<file path="src/rtl/dbam_pkg.sv">
// ----------------------------------------------------------------------------
// dbam_pkg
// Shared types and constants for the disk block allocation map.
// ----------------------------------------------------------------------------
package dbam_pkg;

    localparam int NUM_TRACKS_DEF  = 35;
    localparam int MAX_SECTORS_DEF = 24;
    localparam int INTERLEAVE_DEF  = 10;

    localparam logic [2:0] OP_CLEAR = 3'd0;
    localparam logic [2:0] OP_LOAD  = 3'd1;
    localparam logic [2:0] OP_READ  = 3'd2;
    localparam logic [2:0] OP_MARK  = 3'd3;
    localparam logic [2:0] OP_FIND  = 3'd4;

    localparam logic [1:0] ST_OK    = 2'd0;
    localparam logic [1:0] ST_NONE  = 2'd1;
    localparam logic [1:0] ST_RANGE = 2'd2;

    localparam logic [2:0] REG_DIR = 3'd0;
    localparam logic [2:0] REG_Z1L = 3'd1;
    localparam logic [2:0] REG_Z2L = 3'd2;
    localparam logic [2:0] REG_Z3L = 3'd3;
    localparam logic [2:0] REG_Z1S = 3'd4;
    localparam logic [2:0] REG_Z2S = 3'd5;
    localparam logic [2:0] REG_Z3S = 3'd6;
    localparam logic [2:0] REG_Z4S = 3'd7;

    // register values after reset
    localparam logic [5:0] DIR_RST = 6'd18;
    localparam logic [5:0] Z1L_RST = 6'd17;
    localparam logic [5:0] Z2L_RST = 6'd24;
    localparam logic [5:0] Z3L_RST = 6'd30;
    localparam logic [4:0] Z1S_RST = 5'd21;
    localparam logic [4:0] Z2S_RST = 5'd19;
    localparam logic [4:0] Z3S_RST = 5'd18;
    localparam logic [4:0] Z4S_RST = 5'd17;

    typedef enum logic [3:0] {
        S_IDLE,
        S_CLEAR,
        S_RD,
        S_RDW,
        S_EXEC,
        S_PROBE,
        S_STEP,
        S_DIR,
        S_OUT
    } state_t;

endpackage

</file>
<file path="src/rtl/disk_block_allocation_map.sv">
// ----------------------------------------------------------------------------
// disk_block_allocation_map
// Per-track free-sector bitmap and free count with a sequenced free search.
// ----------------------------------------------------------------------------
// Commands enter as s_axis beats (one per operation) and each gives exactly
// one m_axis result beat. The block takes one command at a time: s_axis_tready
// is low from acceptance until its result has been taken.
// Load, read and mark pass through a registered map read, one update step,
// then the result register. Find walks the tracks through the shared track
// read port and a single sector scanner that tests one bit per cycle from
// the start sector, wrapping once, on each track that it probes.
// Clear sweeps the map one track per cycle, over all NUM_TRACKS+1 entries.
// Reset runs the same sweep; s_axis_tready stays low during it while
// configuration writes are still taken. Reset restores the register
// defaults. A stalled result holds in the output register.
// Configuration writes use cfg_we/cfg_index/cfg_data and must come while idle.
// ----------------------------------------------------------------------------
module disk_block_allocation_map
    import dbam_pkg::*;
#(
    parameter int NUM_TRACKS  = NUM_TRACKS_DEF,
    parameter int MAX_SECTORS = MAX_SECTORS_DEF,
    parameter int INTERLEAVE  = INTERLEAVE_DEF
) (
    input  logic        clk,
    input  logic        rst_n,
    input  logic        s_axis_tvalid,
    output logic        s_axis_tready,
    // opcode[2:0], track[8:3], sector[13:9], mark_free[14],
    // track_bitmap[38:15], free_count_in[46:39], zero pad [47]
    input  logic [47:0] s_axis_tdata,
    output logic        m_axis_tvalid,
    input  logic        m_axis_tready,
    // status[1:0], found_track[7:2], found_sector[12:8], bitmap_out[36:13],
    // free_count_out[44:37], zero pad [47:45]
    output logic [47:0] m_axis_tdata,
    input  logic        cfg_we,
    input  logic [2:0]  cfg_index,
    input  logic [5:0]  cfg_data
);

    localparam int TW = $clog2(NUM_TRACKS + 1);
    localparam int SW = $clog2(MAX_SECTORS + 1);
    localparam int DEPTH = NUM_TRACKS + 1;
    localparam logic [5:0] NT6 = 6'(NUM_TRACKS);
    localparam logic [5:0] MS6 = 6'(MAX_SECTORS);

    // configuration
    logic [5:0] dir_reg, z1l_reg, z2l_reg, z3l_reg;
    logic [4:0] z1s_reg, z2s_reg, z3s_reg, z4s_reg;

    always_ff @(posedge clk or negedge rst_n)
    begin
        if (!rst_n)
        begin
            dir_reg <= DIR_RST; z1l_reg <= Z1L_RST; z2l_reg <= Z2L_RST; z3l_reg <= Z3L_RST;
            z1s_reg <= Z1S_RST; z2s_reg <= Z2S_RST; z3s_reg <= Z3S_RST; z4s_reg <= Z4S_RST;
        end
        else if (cfg_we)
        begin
            unique case (cfg_index)
                REG_DIR: dir_reg <= cfg_data;
                REG_Z1L: z1l_reg <= cfg_data;
                REG_Z2L: z2l_reg <= cfg_data;
                REG_Z3L: z3l_reg <= cfg_data;
                REG_Z1S: z1s_reg <= cfg_data[4:0];
                REG_Z2S: z2s_reg <= cfg_data[4:0];
                REG_Z3S: z3s_reg <= cfg_data[4:0];
                REG_Z4S: z4s_reg <= cfg_data[4:0];
                default: ;
            endcase
        end
    end

    function automatic logic [5:0] range_of(input logic [6:0] t,
        input logic [5:0] l1, input logic [5:0] l2, input logic [5:0] l3,
        input logic [4:0] s1, input logic [4:0] s2, input logic [4:0] s3,
        input logic [4:0] s4);
        logic [5:0] r;
        if (t <= {1'b0, l1})      r = {1'b0, s1};
        else if (t <= {1'b0, l2}) r = {1'b0, s2};
        else if (t <= {1'b0, l3}) r = {1'b0, s3};
        else                      r = {1'b0, s4};
        return (r > MS6) ? MS6 : r;
    endfunction

    // memory
    logic [MAX_SECTORS-1:0] map_mem [DEPTH];
    logic [7:0]             cnt_mem [DEPTH];
    logic                   mem_we;
    logic [TW-1:0]          mem_waddr, mem_raddr;
    logic [MAX_SECTORS-1:0] mem_wmap, rd_map;
    logic [7:0]             mem_wcnt, rd_cnt;

    always_ff @(posedge clk)
    begin
        if (mem_we)
        begin
            map_mem[mem_waddr] <= mem_wmap;
            cnt_mem[mem_waddr] <= mem_wcnt;
        end
        rd_map <= map_mem[mem_raddr];
        rd_cnt <= cnt_mem[mem_raddr];
    end

    state_t state_reg, state_next;
    logic [TW-1:0] clr_reg, clr_next;
    logic [2:0] op_reg, op_next;
    logic [6:0] trk_reg, trk_next;         // signed-ish search track, 0..127, bit 6 set after a step below 0
    logic [SW-1:0] sec_reg, sec_next;
    logic mfree_reg, mfree_next;
    logic [MAX_SECTORS-1:0] bm_reg, bm_next;
    logic [7:0] cin_reg, cin_next;
    logic first_reg, first_next, down_reg, down_next, wrap_reg, wrap_next;
    logic [6:0] move_reg, move_next;
    logic [SW-1:0] idx_reg, idx_next;
    logic pass2_reg, pass2_next;
    logic [5:0] rng_reg, rng_next;
    logic [47:0] out_reg, out_next;
    logic ov_reg, ov_next;

    logic [6:0] d7, clr7;
    logic [5:0] clr_rng, in_trk;
    logic t_ok, clr_dflt;
    assign d7 = {1'b0, dir_reg};
    assign clr7 = {{(7-TW){1'b0}}, clr_reg};
    // the sweep after reset uses the default zone table, a clear the live one
    assign clr_dflt = (op_reg != OP_CLEAR);
    assign clr_rng = clr_dflt ?
        range_of(clr7, Z1L_RST, Z2L_RST, Z3L_RST, Z1S_RST, Z2S_RST, Z3S_RST, Z4S_RST) :
        range_of(clr7, z1l_reg, z2l_reg, z3l_reg, z1s_reg, z2s_reg, z3s_reg, z4s_reg);
    assign in_trk = s_axis_tdata[8:3];
    assign t_ok = (trk_reg >= 7'd1) && (trk_reg <= {1'b0, NT6});

    always_ff @(posedge clk or negedge rst_n)
    begin
        if (!rst_n)
        begin
            state_reg <= S_CLEAR;
            clr_reg   <= '0;
            ov_reg    <= 1'b0;
            op_reg    <= OP_READ;
        end
        else
        begin
            state_reg <= state_next;
            clr_reg   <= clr_next;
            ov_reg    <= ov_next;
            op_reg    <= op_next;
        end
    end

    always_ff @(posedge clk)
    begin
        trk_reg <= trk_next; sec_reg <= sec_next;
        mfree_reg <= mfree_next; bm_reg <= bm_next; cin_reg <= cin_next;
        first_reg <= first_next; down_reg <= down_next; wrap_reg <= wrap_next;
        move_reg <= move_next; idx_reg <= idx_next; pass2_reg <= pass2_next;
        rng_reg <= rng_next; out_reg <= out_next;
    end

    function automatic logic [47:0] pack_out(input logic [1:0] st,
        input logic [5:0] ft, input logic [4:0] fs,
        input logic [MAX_SECTORS-1:0] b, input logic [7:0] c);
        logic [23:0] b24;
        b24 = 24'(b);
        return {3'b000, c, b24, fs, ft, st};
    endfunction

    always_comb
    begin
        logic [6:0] nt;
        logic [5:0] srng;
        logic [6:0] s7;
        logic nd, nw, stop;
        state_next = state_reg; clr_next = clr_reg;
        op_next = op_reg; trk_next = trk_reg; sec_next = sec_reg;
        mfree_next = mfree_reg; bm_next = bm_reg; cin_next = cin_reg;
        first_next = first_reg; down_next = down_reg; wrap_next = wrap_reg;
        move_next = move_reg; idx_next = idx_reg; pass2_next = pass2_reg;
        rng_next = rng_reg; out_next = out_reg; ov_next = ov_reg;
        mem_we = 1'b0; mem_waddr = trk_reg[TW-1:0]; mem_raddr = trk_reg[TW-1:0];
        mem_wmap = rd_map; mem_wcnt = rd_cnt;
        s_axis_tready = 1'b0;
        nt = trk_reg; nd = down_reg; nw = wrap_reg; stop = 1'b0;
        srng = '0; s7 = '0;
        if (ov_reg && m_axis_tready) ov_next = 1'b0;
        unique case (state_reg)
            S_IDLE:
            begin
                s_axis_tready = !ov_reg;
                if (s_axis_tvalid && !ov_reg)
                begin
                    op_next = s_axis_tdata[2:0];
                    trk_next = {1'b0, in_trk};
                    sec_next = SW'(s_axis_tdata[13:9]);
                    mfree_next = s_axis_tdata[14];
                    bm_next = s_axis_tdata[15 +: MAX_SECTORS];
                    cin_next = s_axis_tdata[46:39];
                    out_next = '0;
                    priority if (s_axis_tdata[2:0] == OP_CLEAR)
                    begin
                        clr_next = '0;
                        state_next = S_CLEAR;
                    end
                    else if (s_axis_tdata[2:0] == OP_FIND)
                    begin
                        if (in_trk > NT6)
                        begin
                            out_next = pack_out(ST_RANGE, '0, '0, '0, '0);
                            state_next = S_OUT;
                        end
                        else
                        begin
                            // set up search start
                            first_next = (in_trk == 6'd0);
                            nt = (in_trk == 6'd0) ? d7 - 7'd1 : {1'b0, in_trk};
                            trk_next = nt;
                            down_next = (nt < d7);
                            move_next = (nt < d7) ? d7 - nt : nt - d7;
                            wrap_next = 1'b0;
                            srng = range_of(nt, z1l_reg, z2l_reg, z3l_reg,
                                z1s_reg, z2s_reg, z3s_reg, z4s_reg);
                            s7 = {2'b00, s_axis_tdata[13:9]} +
                                ((in_trk == 6'd0) ? 7'd0 : 7'(INTERLEAVE));
                            sec_next = (s7 >= {1'b0, srng}) ? '0 : SW'(s7);
                            state_next = S_RD;
                        end
                    end
                    else if (s_axis_tdata[2:0] == OP_LOAD || s_axis_tdata[2:0] == OP_READ
                             || s_axis_tdata[2:0] == OP_MARK)
                    begin
                        if (in_trk == 6'd0 || in_trk > NT6 ||
                            (s_axis_tdata[2:0] == OP_MARK &&
                             {1'b0, s_axis_tdata[13:9]} >= MS6))
                        begin
                            out_next = pack_out(ST_RANGE, '0, '0, '0, '0);
                            state_next = S_OUT;
                        end
                        else
                            state_next = S_RD;
                    end
                    else
                        state_next = S_OUT;
                end
            end
            S_CLEAR:
            begin
                mem_we = 1'b1; mem_waddr = clr_reg;
                mem_wmap = MAX_SECTORS'((64'd1 << clr_rng) - 64'd1);
                mem_wcnt = {2'b00, clr_rng};
                clr_next = clr_reg + 1'b1;
                if (clr_reg == TW'(NUM_TRACKS))
                    state_next = (op_reg == OP_CLEAR) ? S_OUT : S_IDLE;
            end
            S_RD:
            begin
                // a start track off the disk goes straight to the directory try
                if (op_reg == OP_FIND && !t_ok)
                begin
                    trk_next = d7; first_next = 1'b0; op_next = OP_READ;
                    state_next = S_DIR;
                end
                else
                    state_next = S_RDW;
                rng_next = range_of(trk_reg, z1l_reg, z2l_reg, z3l_reg,
                    z1s_reg, z2s_reg, z3s_reg, z4s_reg);
            end
            S_RDW:
            begin
                idx_next = sec_reg; pass2_next = 1'b0;
                if (op_reg == OP_FIND)
                    state_next = ({1'b0, sec_reg} >= 6'(rng_reg)) ? S_STEP : S_PROBE;
                else
                    state_next = S_EXEC;
            end
            S_EXEC:
            begin
                mem_wmap = rd_map; mem_wcnt = rd_cnt;
                if (op_reg == OP_LOAD)
                begin
                    mem_wmap = bm_reg; mem_wcnt = cin_reg;
                end
                else if (op_reg == OP_MARK)
                begin
                    if (rd_map[sec_reg[SW-1:0]] && !mfree_reg && rd_cnt != 8'd0)
                        mem_wcnt = rd_cnt - 8'd1;
                    if (!rd_map[sec_reg[SW-1:0]] && mfree_reg && rd_cnt != 8'hFF)
                        mem_wcnt = rd_cnt + 8'd1;
                    mem_wmap[sec_reg[SW-1:0]] = mfree_reg;
                end
                mem_we = (op_reg != OP_READ);
                out_next = pack_out(ST_OK, '0, '0, mem_wmap, mem_wcnt);
                state_next = S_OUT;
            end
            S_PROBE:
            begin
                // one sector tested per cycle
                if (rd_map[idx_reg])
                begin
                    out_next = pack_out(ST_OK, trk_reg[5:0], 5'(idx_reg), rd_map, rd_cnt);
                    state_next = S_OUT;
                end
                else if ({1'b0, idx_reg} + 6'd1 >= 6'(rng_reg))
                begin
                    if (pass2_reg) state_next = S_STEP;
                    else begin idx_next = '0; pass2_next = 1'b1; end
                end
                else
                    idx_next = idx_reg + 1'b1;
            end
            S_STEP:
            begin
                sec_next = '0;
                if (first_reg)
                begin
                    if (down_reg)
                    begin
                        nd = 1'b0; nt = trk_reg + move_reg;
                        if (nt == d7) nt = nt + 7'd1;
                    end
                    else
                    begin
                        nd = 1'b1; nt = trk_reg - move_reg;
                        if (nt == d7) nt = nt - 7'd1;
                    end
                    if (nt == 7'd0 || nt[6] || nt > {1'b0, NT6}) stop = 1'b1;
                    move_next = move_reg + 7'd1;
                end
                else
                begin
                    if (down_reg)
                    begin
                        nt = trk_reg - 7'd1;
                        if (nt == d7) nt = nt - 7'd1;
                    end
                    else
                    begin
                        nt = trk_reg + 7'd1;
                        if (nt == d7) nt = nt + 7'd1;
                    end
                    if (nt == 7'd0)
                    begin
                        nd = 1'b0; nt = d7 + 7'd1;
                        if (wrap_reg) stop = 1'b1;
                        nw = 1'b1;
                    end
                    if (!stop && (nt[6] || nt > {1'b0, NT6}))
                    begin
                        nd = 1'b1; nt = d7 - 7'd1;
                        if (nw) stop = 1'b1;
                        nw = 1'b1;
                    end
                    if (!stop && (nt == 7'd0 || nt[6])) stop = 1'b1;
                end
                down_next = nd; wrap_next = nw; trk_next = nt;
                if (stop)
                begin
                    trk_next = d7; first_next = 1'b0; state_next = S_DIR;
                    op_next = OP_READ;
                end
                else
                    state_next = S_RD;
            end
            S_DIR:
            begin
                // final try on the directory track, move_reg tags the pass
                if (!t_ok)
                begin
                    out_next = pack_out(ST_NONE, '0, '0, '0, '0);
                    state_next = S_OUT;
                end
                else
                begin
                    op_next = OP_FIND; first_next = 1'b0; down_next = 1'b0;
                    wrap_next = 1'b1; sec_next = '0;
                    state_next = S_RD;
                    // mark: any further STEP must end the search
                    move_next = 7'h7F;
                end
            end
            S_OUT:
            begin
                out_next = out_reg; ov_next = 1'b1; state_next = S_IDLE;
            end
            default: state_next = S_IDLE;
        endcase
        // after the directory try, a failed probe ends with status ST_NONE
        if (state_reg == S_STEP && !first_reg && move_reg == 7'h7F && trk_reg == d7)
        begin
            out_next = pack_out(ST_NONE, '0, '0, '0, '0);
            state_next = S_OUT;
        end
    end

    assign m_axis_tvalid = ov_reg;
    assign m_axis_tdata  = out_reg;

endmodule
</file>
<file path="config.mk">
export PLATFORM = sky130hd
export DESIGN_NAME = disk_block_allocation_map
export DESIGN_NICKNAME = d
export VERILOG_FILES = /design/src/rtl/dbam_pkg.sv /design/src/rtl/disk_block_allocation_map.sv
export SDC_FILE = /design/constraint.sdc
export NUM_CORES = 2
export LEC_CHECK = 0
export BUFFER_PORTS_ARGS = -buffer_cell sky130_fd_sc_hd__buf_2
export CORE_MARGIN = 1.5
export CORE_UTILIZATION = 53
export CTS_CLUSTER_DIAMETER = 200
export DETAILED_ROUTE_END_ITERATION = 10
export GPL_TIMING_DRIVEN = 0
export HOLD_SLACK_MARGIN = 0.05
export PLACE_DENSITY = 0.7
export SLEW_MARGIN = 20
export SYNTH_ARGS = -nofsm -noshare
export SYNTH_HDL_FRONTEND = slang
export SYNTH_SLANG_ARGS = --single-unit
</file>
<file path="constraint.sdc">
create_clock -name clk -period 6.9 [get_ports clk]
set_input_delay 0 -clock clk [delete_from_list [all_inputs] [get_ports clk]]
set_output_delay 0 -clock clk [all_outputs]
set_load 0.01 [all_outputs]
</file>
# [Word-level counts from Yosys, hierarchy flattened]
# Memories as Yosys holds them, arrays and structs flattened. A register that Yosys moved wholly into a read port is not among the register bits.
# Index checks and enable logic that the tools add are counted.
[totals] reg_bits=173 latchBits=0 ramBits=1152 rom_bits=0 inputBits=62 output_inout_bits=50 elab_cells=363 n_memories=2
[memory_table] name="map_mem" depth=36 word_bits=24 read_ports=1 rd_ports_with_merged_regs=1 write_ports=1 line_no="disk_block_allocation_map.sv:88" text="logic [MAX_SECTORS-1:0] map_mem [DEPTH];"
[memory_table] name="cnt_mem" depth=36 word_bits=8 read_ports=1 rd_ports_with_merged_regs=1 write_ports=1 line_no="disk_block_allocation_map.sv:89" text="logic [7:0] cnt_mem [DEPTH];"
[classes] add_sub_neg=20 multipliers=0 div_mod_pow=0 magnitude_cmp=29 eq_ne=51 shift=1 mux=167 n_bitwise=0 reduce_logical=68
[op_table] cell="$mux 48" n=5
[op_table] cell="$mux 7" n=31
[op_table] cell="$pmux 48 s4" n=1
[op_table] cell="$mux 5" n=18
[op_table] cell="$mux 6" n=13
[op_table] cell="$mux 4" n=14
[op_table] cell="$mux 24" n=2
[op_table] cell="$pmux 24 s2" n=1
[op_table] cell="$mux 1" n=47
[op_table] cell="$le 7x6->1" n=6
[op_table] cell="$pmux 7 s3" n=2
[op_table] cell="$eq 7x6->1" n=5
[op_table] cell="$mux 8" n=4
[op_table] cell="$pmux 4 s8" n=1
[op_table] cell="$add 7x1->7 const B" n=4
[op_table] cell="$ne 2x2->1 const B" n=14
[op_table] cell="$bwmux 24" n=1
[op_table] cell="$gt 6x5->1 const B" n=4
[op_table] cell="$shl 1x6->24 const A" n=1
[op_table] cell="$sub 24x1->24 const B" n=1
[op_table] cell="$logic_not 7->1" n=3
[op_table] cell="$mux 3" n=7
[op_table] cell="$reduce_and 7->1" n=3
[op_table] cell="$sub 7x1->7 const B" n=3
[op_table] cell="other kinds (63)" n=145

# [Logic depth before layout (Yosys ltp)]
[logic_depth] word_depth=25 mapped_depth=29 depth_no_buf=29

# [Worst setup path before layout]
# No wires, ideal clock.
[synth_timing] path_type="reg-to-reg" startpoint="reg z3l_reg[1]" endpoint="mem map_mem[0][10] (netlist name), data pin" setup_ps=665 t_arrival_ps=6148 required_time_ps=6235 slack_ps=88 path_stages_with_launch=20 path_buffers=2 period_less_slack_ps=6812 cell_sequence="dfstp_2 > inv_1 > ha_1 > nor2b_1 > o21a_1 > o21a_1 > o21a_1 > o21a_1 > o21a_1 > buf_1 > mux2i_1 > o21ai_0 > a211oi_1 > or2_2 > clkbuf_1 > nand3_1 > ha_1 > inv_1 > a31o_2 > o311ai_0"
[synth_between] elab_chain_cells=10
[synth_rtl] element="start, declared" line_no="disk_block_allocation_map.sv:49" text="logic [5:0] dir_reg, z1l_reg, z2l_reg, z3l_reg;"
[synth_rtl] element="start signal, assigned" line_no="disk_block_allocation_map.sv:65" text="REG_Z3L: z3l_reg <= cfg_data;"
[synth_rtl] element="$le 6x6->1 (*)" line_no="disk_block_allocation_map.sv:82" text="else if (t <= {1'b0, l3}) r = {1'b0, s3};"
[synth_rtl] element="$mux 5 (*)" line_no="disk_block_allocation_map.sv:82"
[synth_rtl] element="$mux 5 (*)" line_no="disk_block_allocation_map.sv:81" text="else if (t <= {1'b0, l2}) r = {1'b0, s2};"
[synth_rtl] element="$mux 5 (*)" line_no="disk_block_allocation_map.sv:80" text="if (t <= {1'b0, l1}) r = {1'b0, s1};"
[synth_rtl] element="$gt 6x5->1" line_no="disk_block_allocation_map.sv:84" text="return (r > MS6) ? MS6 : r;"
[synth_rtl] element="$mux 6 (*)" line_no="disk_block_allocation_map.sv:84"
[synth_rtl] element="$mux 6 (*)" line_no="disk_block_allocation_map.sv:129" text="assign clr_rng = clr_dflt ?"
[synth_rtl] element="$shl 1x6->24 (*)" line_no="disk_block_allocation_map.sv:250" text="mem_wmap = MAX_SECTORS'((64'd1 << clr_rng) - 64'd1);"
[synth_rtl] element="$sub 24x1->24 (*)" line_no="disk_block_allocation_map.sv:250"
[synth_rtl] element="$pmux 24 s2 (*)" line_no="disk_block_allocation_map.sv:188" text="unique case (state_reg)"
[synth_rtl] element="named net mem_wmap[10]" line_no="disk_block_allocation_map.sv:92" text="logic [MAX_SECTORS-1:0] mem_wmap, rd_map;"
[synth_rtl] element="end, declared" line_no="disk_block_allocation_map.sv:88"
# The timed path passes the listed nets; every way through them passes the cells marked *.

# [Worst setup path in the final report]
[layout_timing] startpoint="reg dir_reg[4]" endpoint="reg sec_reg[3], data pin"
[layout_between] elab_chain_cells=20 elab_cells_between_ends=22 cone_classes="add/sub: 1; order compare: 5; mux: 16"
[layout_rtl] element="start, declared" line_no="disk_block_allocation_map.sv:49"
[layout_rtl] element="start signal, assigned" line_no="disk_block_allocation_map.sv:62" text="REG_DIR: dir_reg <= cfg_data;"
[layout_rtl] element="$sub 6x1->7 (*)" line_no="disk_block_allocation_map.sv:217" text="nt = (in_trk == 6'd0) ? d7 - 7'd1 : {1'b0, in_trk};"
[layout_rtl] element="$mux 7 (*)" line_no="disk_block_allocation_map.sv:217"
[layout_rtl] element="$le 7x6->1" line_no="disk_block_allocation_map.sv:82"
[layout_rtl] element="$mux 5" line_no="disk_block_allocation_map.sv:82"
[layout_rtl] element="$mux 5" line_no="disk_block_allocation_map.sv:81"
[layout_rtl] element="$mux 5 (*)" line_no="disk_block_allocation_map.sv:80"
[layout_rtl] element="$mux 6 (*)" line_no="disk_block_allocation_map.sv:208" text="if (in_trk > NT6)"
[layout_rtl] element="$mux 6 (*)" line_no="disk_block_allocation_map.sv:206" text="else if (s_axis_tdata[2:0] == OP_FIND)"
[layout_rtl] element="[... 4 more ...]"
[layout_rtl] element="$mux 6 (*)" line_no="disk_block_allocation_map.sv:84"
[layout_rtl] element="$ge 6x6->1 (*)" line_no="disk_block_allocation_map.sv:226" text="sec_next = (s7 >= {1'b0, srng}) ? '0 : SW'(s7);"
[layout_rtl] element="$mux 5 (*)" line_no="disk_block_allocation_map.sv:226"
[layout_rtl] element="$mux 5 (*)" line_no="disk_block_allocation_map.sv:208"
[layout_rtl] element="$mux 5 (*)" line_no="disk_block_allocation_map.sv:206"
[layout_rtl] element="$mux 5 (*)" line_no="disk_block_allocation_map.sv:201" text="priority if (s_axis_tdata[2:0] == OP_CLEAR)"
[layout_rtl] element="$mux 5 (*)" line_no="disk_block_allocation_map.sv:192" text="if (s_axis_tvalid && !ov_reg)"
[layout_rtl] element="$pmux 5 s3 (*)" line_no="disk_block_allocation_map.sv:188"
[layout_rtl] element="end signal, assigned" line_no="disk_block_allocation_map.sv:155" text="trk_reg <= trk_next; sec_reg <= sec_next;"
[layout_rtl] element="end, declared" line_no="disk_block_allocation_map.sv:110" text="logic [SW-1:0] sec_reg, sec_next;"
# Every way passes the cells marked *; elsewhere a longest branch is shown, timed or not. The select of a mux whose other input is x is not followed.
# A chain may end at the register's enable or synchronous reset.

==> flow_metrics.py <==
metrics = {
    "run_status": {
        "status": "finished, final reports clean",
    },
    "finish": {
        "drive_gt1_share_pct": 19.8,
        "regMostFlops": "map_mem",
        "layout.cells.non_filler": 5984,
        "largest_reg_flops": 864,
        "final_net_count": 4548,
        "antenna_cells": 0,
        "area_growth_pct": 17.3,
        "postLayoutCellArea_mm2": 0.0703,
    },
    "grt": {
        "grt_pass1_wl_um": 261000,
        "grt_antenna_before_repair": 5,
        "first_global_vias": 37867,
        "grt_max_degree": 48,
        "track_usage_pct": 31.4,
        "grt_remaining_overflow": 0,
    },
    "die": {
        "die_h_um": 339,
        "core_region_area_mm2": 0.112,
        "initial_core_util_pct": 53.3,
        "num_rows": 123,
        "die_w_um": 339,
        "die-area_mm2": 0.115,
        "num_io_pins": 112,
    },
    "place": {
        "place_congestion": 0.975,
        "dp_cells": 5624,
        "placed_cell_area_mm2": 0.0646,
        "io_buffers": 104,
        "place_hpwl_um": 128000,
    },
    "logic_synthesis": {
        "synth-xor-area-share_pct": 1.31,
        "synth_top_cell_by_area": "edfxtp_1",
        "netlist_area_mm2": 0.0599,
        "synthSimpleGateAreaFrac_pct": 7.01,
        "synthAdderAreaFrac_pct": 2.51,
        "synth-async-reset-ratio_pct": 4.29,
        "yosysTopAreaCellShare_pct": 61.1,
        "synth-compound-area-share_pct": 7.52,
        "synth_flop_cell": "edfxtp_1",
        "ys.warnings.count": 0,
        "muxShareOfSynthArea_pct": 13.6,
        "ys_types": 97,
        "avgSynthCellArea_um2": 15.3,
        "synth_top_family_by_area": "multiplexers",
        "yosysSeqAreaShare_pct": 66.1,
        "synth_area_leaders": "edfxtp_1 (61%), mux4_2 (10%), mux2i_1 (2.7%)",
        "synth_edf_count": 1218,
        "synth_seq_cells": 1353,
        "synthCells": 3919,
    },
    "sta": {
        "tightest_slew_ns": 1.24,
        "finalCriticalPeriod_ns": 6.55,
        "hold_slack_ns": 0.103,
        "slew_viol_final": 0,
        "rsz0062_at_grt": "no",
        "fmax_mhz": 153,
        "post-route-period-util_pct": 95.0,
        "fin_skew_ns": 0.0352,
        "setup_viol": 0,
        "hold_viol": 0,
        "slew-limit-headroom_pct": 16.6,
    },
    "critical_path": {
        "slowest_delay_ns": 0.52,
        "worstRegToRegCells": 25,
        "worst_setup_path_start_kind": "flop",
        "crit_type": "flop to flop",
        "worstReg2RegStart": "dir_reg[4]",
        "cp.required_ns": 7.49,
        "critPathSlowestCell": "dfstp_2",
        "cp_top_family": "simple AND/OR/NAND/NOR gates",
        "r2r-end": "sec_reg[3]",
        "ff2ff_setup_slack_ns": 0.35,
        "crit_buf_inv": 3,
        "crit_top_cell": "or2_2",
        "end_kind": "flop",
        "crit_path_max_fanout": 10,
        "cp.arrival_ns": 7.14,
    },
    "cts": {
        "clock_sinks": 1353,
        "htreeDepth": 4,
        "clk_latency_ns": 0.76,
        "root_buffer": "clkbuf_16",
        "path_clk_slew_ns": 0.06,
        "cts_tree": "done",
        "ctsLongestPathBuffers": 3,
        "numCtsBuffers": 138,
    },
    "drt": {
        "drtPass1Iterations": 6,
        "routed_wl_um": 179000,
        "drc_errors": 0,
        "antenna_left": 0,
        "drt_iter0_drc": 4784,
        "detail_route.wl_per_cell_um": 30.0,
        "dr_total_vias": 38436,
        "viasPerCell": 6.42,
    },
    "min_path": {
        "hold_path.class": "input port to flop",
        "hold_start": "s_axis_tdata[0]",
        "holdPathStages": 4,
        "worstHoldEndpoint": "op_reg[0]",
    },
    "power": {
        "p_leak_nw": 23.9,
        "peakVddDrop_mv": 0.320,
        "p_per_area_mw_per_mm2": 475,
    },
    "run": {
        "drv_cap": 0,
    },
}
==> worst min-delay path, stage by stage <==
cell	delay, ns
dlygate4sd3_1	0.54
buf_2	0.14
nand3_1	0.07
o21ai_1	0.06
==> area by class of cell <==
| class | count | area [um^2] |
|---|---|---|
| clock inverters | 82 | 787 |
| fillers | 8005 | 42100 |
| inverters | 76 | 289 |
| multi-input cells | 2273 | 19700 |
| repair buffers | 310 | 3450 |
| flip-flops and latches | 1353 | 39600 |
| clock buffers | 174 | 3700 |
| well taps | 1500 | 1880 |
| plain buffers | 216 | 875 |
==> synthesized netlist by cell type (7+ instances only) <==
| master | number |
|---|---|
| nand2b_1 | 25 |
| nand3_1 | 103 |
| and2_1 | 10 |
| mux4_2 | 269 |
| o211ai_1 | 45 |
| mux2i_1 | 160 |
| and4_1 | 7 |
| buf_1 | 47 |
| and3_1 | 20 |
| nor2_1 | 230 |
| o31ai_1 | 15 |
| xnor2_1 | 58 |
| dfxtp_1 | 77 |
| nor2b_1 | 29 |
| nand2_1 | 268 |
| inv_1 | 72 |
| or2_2 | 13 |
| dfrtp_1 | 36 |
| nand4_1 | 14 |
| a221o_1 | 7 |
| a21oi_1 | 218 |
| clkbuf_1 | 160 |
| xor2_1 | 21 |
| ha_1 | 114 |
| a31oi_1 | 26 |
| a21o_1 | 19 |
| or3_1 | 25 |
| mux2_2 | 45 |
| nor4_1 | 16 |
| nor3_1 | 77 |
| nor3b_1 | 11 |
| a21boi_0 | 10 |
| o221ai_1 | 40 |
| o21a_1 | 24 |
| o22ai_1 | 34 |
| o21ai_0 | 170 |
| edfxtp_1 | 1218 |
| dfstp_2 | 22 |
| a211oi_1 | 16 |
==> layer usage <==
metal / vias to the layer above / GRT usage [%] / wire length [um]
li1: 16403 / - / -
met3: 401 / 5.58 / 17000
met2: 2221 / 49.7 / 84400
met4: 4 / 15.8 / 10200
met1: 19407 / 42.2 / 67800
met5: - / 0 / 32
==> placed cells by master (no fill, tap or decap), types with 21 or more instances in the layout <==
cell and count:
dlygate4sd3_1 105, buf_2 113, nor2_1 193, buf_1 39
nor2_4 37, nor2b_1 29, o21a_1 23, a31oi_1 26
edfxtp_1 1218, buf_16 45, buf_4 41, o21ai_0 164
dfrtp_1 36, dfxtp_1 77, nor3_1 69, clkinv_2 31
nand3_1 92, or3_1 25, o211ai_1 45, mux4_2 269
nand2_1 265, mux2_2 45, ha_1 114, xor2_1 21
o221ai_1 38, a21oi_1 217, o22ai_1 33, clkinv_1 21
inv_1 72, mux2i_1 158, nand2b_1 25, clkbuf_16 141
dfstp_2 22, xnor2_1 58, clkbuf_1 178
==> power breakdown <==
part           internal (mW)  switching (mW)
logic                   4.79            9.35
registers               11.2           0.614
clock network           4.22            3.18
total                   20.2            13.1
==> logic make-up (layout without fill, tap and decap cells) <==
family,after synthesis,count (layout)
xor gates and xnor gates,83,83
other,1,3
and+or+nand+nor,884,884
DFF,1353,1353
buffers and inverters,295,858
muxes,474,474
AOI/OAI and AO/OA,711,711
adders and majority gates,118,118
==> stage by stage <==
step / utilization (%) / TNS, ns / setup WS, ns / power, mW
detailed placement: 57.5 / -19.26 / -1.52 / 25.6
global placement: 55.5 / -1199.22 / -5.32 / 24.7
CTS: 62.5 / 0 / 0.0279 / 33.1
floorplan: - / 0 / 0.0876 / 19.7
global route: 62.5 / 0 / 0.00608 / 34.6
finish: 62.5 / 0 / 0.345 / 33.4
==> worst max path at each step <==
stage / startpoint / to / slack, ns / depth (start not counted)
after floorplan: z3l_reg[1] / map_mem[0][10] / 0.09 / 19
after global placement: clr_reg[1] / map_mem[30][10] / -5.32 / 16
after detailed placement: trk_reg[1] / first_reg / -1.52 / 20
after CTS: dir_reg[4] / sec_reg[3] / 0.03 / 25
after global routing: dir_reg[1] / sec_reg[3] / 0.006 / 27
final: dir_reg[4] / sec_reg[3] / 0.35 / 25
==> repair_timing <==
action	4_1_cts	5_1_grt
hold endpoints to repair	166	0
hold buffers	105	0
buffers inserted	1	0
setup endpoints to repair	20	56
gates resized for setup	5	15
(Power assumes the default switching activity.)
